$ cat config.mk
export PLATFORM = sky130hd
export DESIGN_NAME = hat_divider
export DESIGN_NICKNAME = d
export VERILOG_FILES = /design/src/rtl/hat_pkg.sv /design/src/rtl/hat_divider.sv
export SDC_FILE = /design/constraint.sdc
export NUM_CORES = 1
export LEC_CHECK = 0
export BUFFER_PORTS_ARGS = -buffer_cell sky130_fd_sc_hd__buf_2
export CORE_UTILIZATION = 49
export DETAILED_ROUTE_END_ITERATION = 8
export MAX_ROUTING_LAYER = met4
export PLACE_DENSITY = 0.73
export SLEW_MARGIN = 20
export SYNTH_ARGS = -nofsm -noshare
export SYNTH_HDL_FRONTEND = slang
export SYNTH_SLANG_ARGS = --single-unit
$ cat constraint.sdc
create_clock -name clk_i -period 2.1 [get_ports clk_i]
set_input_delay 0.42 -clock clk_i [delete_from_list [all_inputs] [get_ports clk_i]]
set_output_delay 0.42 -clock clk_i [all_outputs]
set_load 0.05 [all_outputs]
$ cat src/rtl/hat_pkg.sv
// ----------------------------------------------------------------------------
// Habit association table package
// Shared widths, constants and status codes.
// ----------------------------------------------------------------------------
package hat_pkg;

  localparam int unsigned HabitSlotsDef  = 64;
  localparam int unsigned ActionSlotsDef = 64;

  localparam logic [15:0] QOneSat      = 16'hFFFF;
  localparam logic [15:0] InitStrength = 16'd6554;

  localparam logic [6:0]  ActionCountRst = 7'd8;
  localparam logic [15:0] LearnStepRst   = 16'd655;
  localparam logic [15:0] ThresholdRst   = 16'd45875;

  typedef enum logic [1:0] {
    StOk      = 2'd0,
    StInvalid = 2'd1,
    StFull    = 2'd2,
    StNoMatch = 2'd3
  } status_e;

  typedef enum logic [2:0] {
    KindRegister   = 3'd0,
    KindStrengthen = 3'd1,
    KindCompleted  = 3'd2,
    KindCheck      = 3'd3,
    KindRead       = 3'd4
  } kind_e;

  typedef enum logic [1:0] {
    CfgActionCount = 2'd0,
    CfgLearnStep   = 2'd1,
    CfgThreshold   = 2'd2
  } cfg_idx_e;

  // Divider request and response.
  typedef struct packed {
    logic        start;
    logic [31:0] num;
    logic [15:0] den;
  } div_req_t;

  typedef struct packed {
    logic        done;
    logic [31:0] quo;
  } div_rsp_t;

endpackage

$ cat src/rtl/hat_divider.sv
// ----------------------------------------------------------------------------
// Habit table divider
// Restoring divider, one quotient bit per cycle, 32 by 16 bits.
// ----------------------------------------------------------------------------
module hat_divider (
  input  logic              clk_i,
  input  logic              rst_ni,
  input  hat_pkg::div_req_t req_i,
  output hat_pkg::div_rsp_t rsp_o
);

  logic [31:0] quo_q, quo_d;
  logic [16:0] rem_q, rem_d;
  logic [15:0] den_q, den_d;
  logic [5:0]  cnt_q, cnt_d;
  logic        busy_q, busy_d;
  logic        done_q, done_d;
  logic [16:0] shifted;

  always_comb begin
    quo_d   = quo_q;
    rem_d   = rem_q;
    den_d   = den_q;
    cnt_d   = cnt_q;
    busy_d  = busy_q;
    done_d  = 1'b0;
    shifted = {rem_q[15:0], quo_q[31]};
    if (req_i.start) begin
      quo_d  = req_i.num;
      rem_d  = '0;
      den_d  = req_i.den;
      cnt_d  = 6'd32;
      busy_d = 1'b1;
    end else if (busy_q) begin
      if (shifted >= {1'b0, den_q}) begin
        rem_d = shifted - {1'b0, den_q};
        quo_d = {quo_q[30:0], 1'b1};
      end else begin
        rem_d = shifted;
        quo_d = {quo_q[30:0], 1'b0};
      end
      cnt_d = cnt_q - 6'd1;
      if (cnt_q == 6'd1) begin
        busy_d = 1'b0;
        done_d = 1'b1;
      end
    end
  end

  always_ff @(posedge clk_i or negedge rst_ni) begin
    if (!rst_ni) begin
      busy_q <= 1'b0;
      done_q <= 1'b0;
      cnt_q  <= '0;
    end else begin
      busy_q <= busy_d;
      done_q <= done_d;
      cnt_q  <= cnt_d;
    end
  end

  always_ff @(posedge clk_i) begin
    quo_q <= quo_d;
    rem_q <= rem_d;
    den_q <= den_d;
  end

  assign rsp_o.done = done_q;
  assign rsp_o.quo  = quo_q;

  busy_cnt_a: assert property (@(posedge clk_i) disable iff (!rst_ni)
    busy_q |-> cnt_q != 6'd0) else $error("divider busy with zero count");
  done_after_busy_a: assert property (@(posedge clk_i) disable iff (!rst_ni)
    done_q |-> $past(busy_q)) else $error("done without busy");
  start_busy_a: assert property (@(posedge clk_i) disable iff (!rst_ni)
    req_i.start |=> busy_q) else $error("start did not set busy");

endmodule

Word-level counts from Yosys, hierarchy flattened
Index checks and enable logic that the tools add are counted.
- register bits after elaboration: 72
- input bits: 51
- add/subtract/negate cells: 2
- magnitude comparators: 1
- equal/unequal tests: 1
- muxes and demuxes: 12
- reductions and logical operators: 1
- operators with widths (kind ; number):
    $mux 32 ; 2
    $ge 17x16->1 ; 1
    $mux 16 ; 1
    $sub 16x16->16 ; 1
    $mux 6 ; 2
    $mux 1 ; 7
    $eq 6x1->1 const B ; 1
    $sub 6x1->6 const B ; 1
    $reduce_bool 2->1 ; 1

Longest topological paths before layout
- depth in word-level cells: 4
- depth in mapped cells: 12
- mapped depth without buffers: 10

Worst setup path before layout
No wires, ideal clock.
- kind: register to register
- start point: reg quo_q[31]
- end point: reg rem_q[15]
- data arrival time: 2455 ps
- path slack: -424 ps
- cell stages (with the launch flop): 12
- buffers on the path: 2
- clock period less this slack: 2524 ps
- cells stage by stage: edfxtp_1 inv_1 ha_1 nand2b_1 a211oi_2 o2111a_2 o31ai_4 o21a_1 buf_6 buf_8 a2111o_1 o21ai_1
- cells in the longest elaborated chain, start to end: 2
- RTL lines (item ; line ; source):
    start, declared ; hat_divider.sv:12 ; logic [31:0] quo_q, quo_d;
    start signal, assigned ; hat_divider.sv:63 ; quo_q <= quo_d;
    $sub 16x16->16 / $ge 17x16->1 (equally long branches) ; hat_divider.sv:36, hat_divider.sv:35 ;
    $mux 16 (*) ; hat_divider.sv:35 ; if (shifted >= {1'b0, den_q}) begin
    end signal, assigned ; hat_divider.sv:64 ; rem_q <= rem_d;
    end, declared ; hat_divider.sv:13 ; logic [16:0] rem_q, rem_d;
Every way passes the cells marked *; elsewhere a longest branch is shown, timed or not.
A chain may end at the register's enable or synchronous reset.

Final worst setup path
- start point: reg den_q[0]
- end point: reg rem_q[14]
- cells in the longest elaborated chain, start to end: 2
- RTL lines (item ; line ; source):
    start, declared ; hat_divider.sv:14 ; logic [15:0] den_q, den_d;
    start signal, assigned ; hat_divider.sv:65 ; den_q <= den_d;
    $sub 16x16->16 / $ge 17x16->1 (equally long branches) ; hat_divider.sv:36, hat_divider.sv:35 ;
    $mux 16 (*) ; hat_divider.sv:35 ;
Marked as above.

==> flow_summary.ini <==
[outcome]
status = complete, but fails checks
violations = negative setup slack

[detailed_routing]
drt_iter0_drc = 158
ant_nets = 0
vias = 2905
dr_wl_met2_um = 4060
drtPass1Iterations = 4
routed-wl-met3_um = 444
met1_length_um = 3860
drc = 0
totalWireLength_um = 8500
top_layer = met4
viasPerCell = 5.27
wire_per_inst_um = 15.4

[synthesis]
syn_inst = 314
ys.flop_type = edfxtp_1
synth_area_leaders = edfxtp_1 (39%), mux2_2 (9.3%), dfxtp_1 (8.6%)
syn_avg_cell_area_um2 = 11.9
synth_area_um2 = 3740
ys_ff_latch = 72
synth-edff-count = 48
syn_nets = 384
synth_top_cell_by_area = edfxtp_1
yosysTopAreaCellShare_pct = 38.6
ys_types = 48
async_flop_share_pct = 11.1
ys.warnings.count = 0
seq_area_frac_synth_pct = 52.5

[place]
io_buffers = 83
place_congestion = 0.915
dp_hpwl_um = 5730
pre_cts_ws_ps = -158
dp_cells = 525

[finish]
area_growth_pct = 35.8
final_cells = 551
drive_above_1_share_pct = 48.0
fin_nets = 517
fin_util_pct = 69.2
fill_cells = 514
antenna_cells = 0

[sta]
finalSetupViolCount = 17
slew_headroom_pct = 56.8
min_period_over_period_pct = 107
tns_ps = -1270
rsz0062_at_grt = true
slew_viol_final = 0
clock_skew_ps = 13.0
worst_pin_slew_ps = 647
fmax_mhz = 444
finalCriticalPeriod_ps = 2250
finalHoldViolCount = 0
layout_setup_ws_ps = -150

[grt]
grt-ovfl-total = 0
grt_pass1_vias = 2914
antenna_found_initial = 0
grt_max_degree = 44
grt_first_pass_wirelength_um = 13400
grt_usage_pct = 23.4

[pwr]
leakagePower_uw = 0.00227
ir_drop_v = 0.000630
powerDensity_nw_per_um2 = 895

[cts]
cts_sinks = 72
cts.reportedPaths.clkPinSlew_ps = 90
root_buffer = clkbuf_8
numCtsBuffers = 9
cts_tree = yes
htreeDepth = 3
worstSkewPairLatency_ps = 350
cts_max_path_buffers = 2

[worst_setup_path]
critPathKind = flop to flop
cp_max_fo = 3
cp_top_family = compound AO/OA/AOI/OAI gates
crit_top_cell = a31oi_1
worstPathRequired_ps = 2350
crit_path_end_kind = flop
cp_cell_sequence = ha_4 -> fa_2 -> inv_2 -> a21o_1 -> a31oi_1 -> o21ai_1 -> a31oi_1 -> xor2_1 -> o31ai_1
cp.arrival_ps = 2500
start_kind = flop
slowest_stage = edfxtp_1
slowest_delay_ps = 420
critPathBufInv = 1

[floorplan]
die_x_um = 89.3
core_um2 = 7330
initial_core_util_pct = 51.0
rows = 31
die_area_um2 = 7980
dieHeight_um = 89.3
pin_count = 84

[min_path]
hp-class = input pin to flop

[job]
maxCapViolations = 0
[layer usage]
| layer | vias to the layer above | GRT usage (%) |
|---|---|---|
| li1 | 1411 | - |
| met3 | 10 | 4.71 |
| met1 | 1394 | 29.4 |
| met2 | 90 | 37.1 |
| met4 | 0 | 9.67 |
| met5 | - | - |
[logic make-up (layout without fill, tap and decap cells)]
| family | count (synthesis) | after routing | share of synthesized area [%] |
|---|---|---|---|
| compound gates | 60 | 60 | 11.5 |
| xor+xnor | 17 | 17 | 3.99 |
| fa+ha+maj | 19 | 19 | 6.56 |
| buf+inv | 37 | 175 | 4.55 |
| flops | 72 | 72 | 52.5 |
| mux | 43 | 43 | 12.6 |
| simple gates | 66 | 66 | 8.34 |
[cell usage in the layout, fill, tap and decap left out, drive strengths merged, types with 4 or more instances in the layout]
cell,count
nor3,4
dfxtp,16
nand2,18
nor2,23
a32oi,5
edfxtp,48
xor2,8
mux2,31
dfrtp,8
nand2b,5
mux2i,12
o31ai,4
buf,135
clkbuf,10
inv,24
o21ai,12
a21oi,13
xnor2,9
ha,18
a211oi,11
[area by class of cell]
type	count	area (µm²)	share of cell area (%)
Clock buffer	10	128	2.51
Sequential cell	72	1960	38.7
Clock inverter	6	92.6	1.82
Timing Repair Buffer	136	888	17.5
Inverter	23	86.3	1.70
Multi-Input combinational cell	205	1790	35.3
Tap cell	99	124	2.44
[registers in the layout, summed over array words and instances (netlist names)]
register  cells
busy_q        1
quo_q        32
done_q        1
cnt_q         6
rem_q        16
den_q        16
[synth_stat cells (2+ instances only)]
| master | instances |
|---|---|
| nor2b_1 | 3 |
| a211oi_1 | 10 |
| o21ai_1 | 6 |
| buf_4 | 3 |
| nor2_1 | 23 |
| o21ai_0 | 6 |
| clkbuf_1 | 6 |
| o31ai_1 | 3 |
| mux2i_1 | 12 |
| nand2_1 | 18 |
| mux2_2 | 31 |
| xnor2_1 | 9 |
| xor2_1 | 8 |
| a32oi_1 | 5 |
| nor3_1 | 4 |
| and3_1 | 2 |
| and2_1 | 2 |
| edfxtp_1 | 48 |
| dfrtp_1 | 8 |
| a21oi_1 | 13 |
| ha_1 | 18 |
| buf_1 | 2 |
| nand4_1 | 3 |
| nand2b_1 | 5 |
| dfxtp_1 | 16 |
| a31oi_1 | 3 |
| inv_1 | 23 |
| a21o_1 | 3 |
| nand3_1 | 2 |
[where the power goes]
part           switching [µW]  total (µW)  internal, µW
sequential                124        1850          1730
clock                     558        1230           675
combinational             855        1450           600
total                    1540        4540          3000
[through the flow]
step | total power, µW | cell area, µm² | hold WS [ps]
floorplan | 2790 | 3750 | 124
global placement | 3150 | 4560 | 269
detailed placement | 3190 | 4560 | 271
CTS | 4490 | 4970 | 228
global route | 4750 | 5070 | 228
finish | 4540 | 5070 | 236
[worst register-to-register path: stages, from the launching register on]
cell	delay [ps]
edfxtp_1	420
ha_4	190
fa_2	370
inv_2	60
a21o_1	160
a31oi_1	110
o21ai_1	200
a31oi_1	160
xor2_1	200
o31ai_1	290
[final timing paths]
| kind | slack, ps | startpoint | end | depth (start not counted) |
|---|---|---|---|---|
| max in group asynchronous | 1500 | rst_ni | done_q | 2 |
| min in group asynchronous | 420 | rst_ni | busy_q | 2 |
| setup / recovery | -150 | den_q[0] | rem_q[14] | 9 |
| hold / removal | 240 | req_i[7] | den_q[7] | 1 |
| hold reg to reg | 530 | rem_q[6] | rem_q[6] | 2 |
| setup reg to reg | -150 | den_q[0] | rem_q[14] | 9 |
[repair_timing]
| action | in CTS | in global routing |
|---|---|---|
| endpoints found under the hold margin | 8 | 0 |
| setup buffers | 6 | 3 |
| endpoints found under the setup margin | 17 | 17 |
| pin swaps | 8 | 18 |
| cloned | 1 | 0 |
| resized for setup | 22 | 25 |
| hold buffers | 1 | 0 |
(Power assumes the default switching activity.)
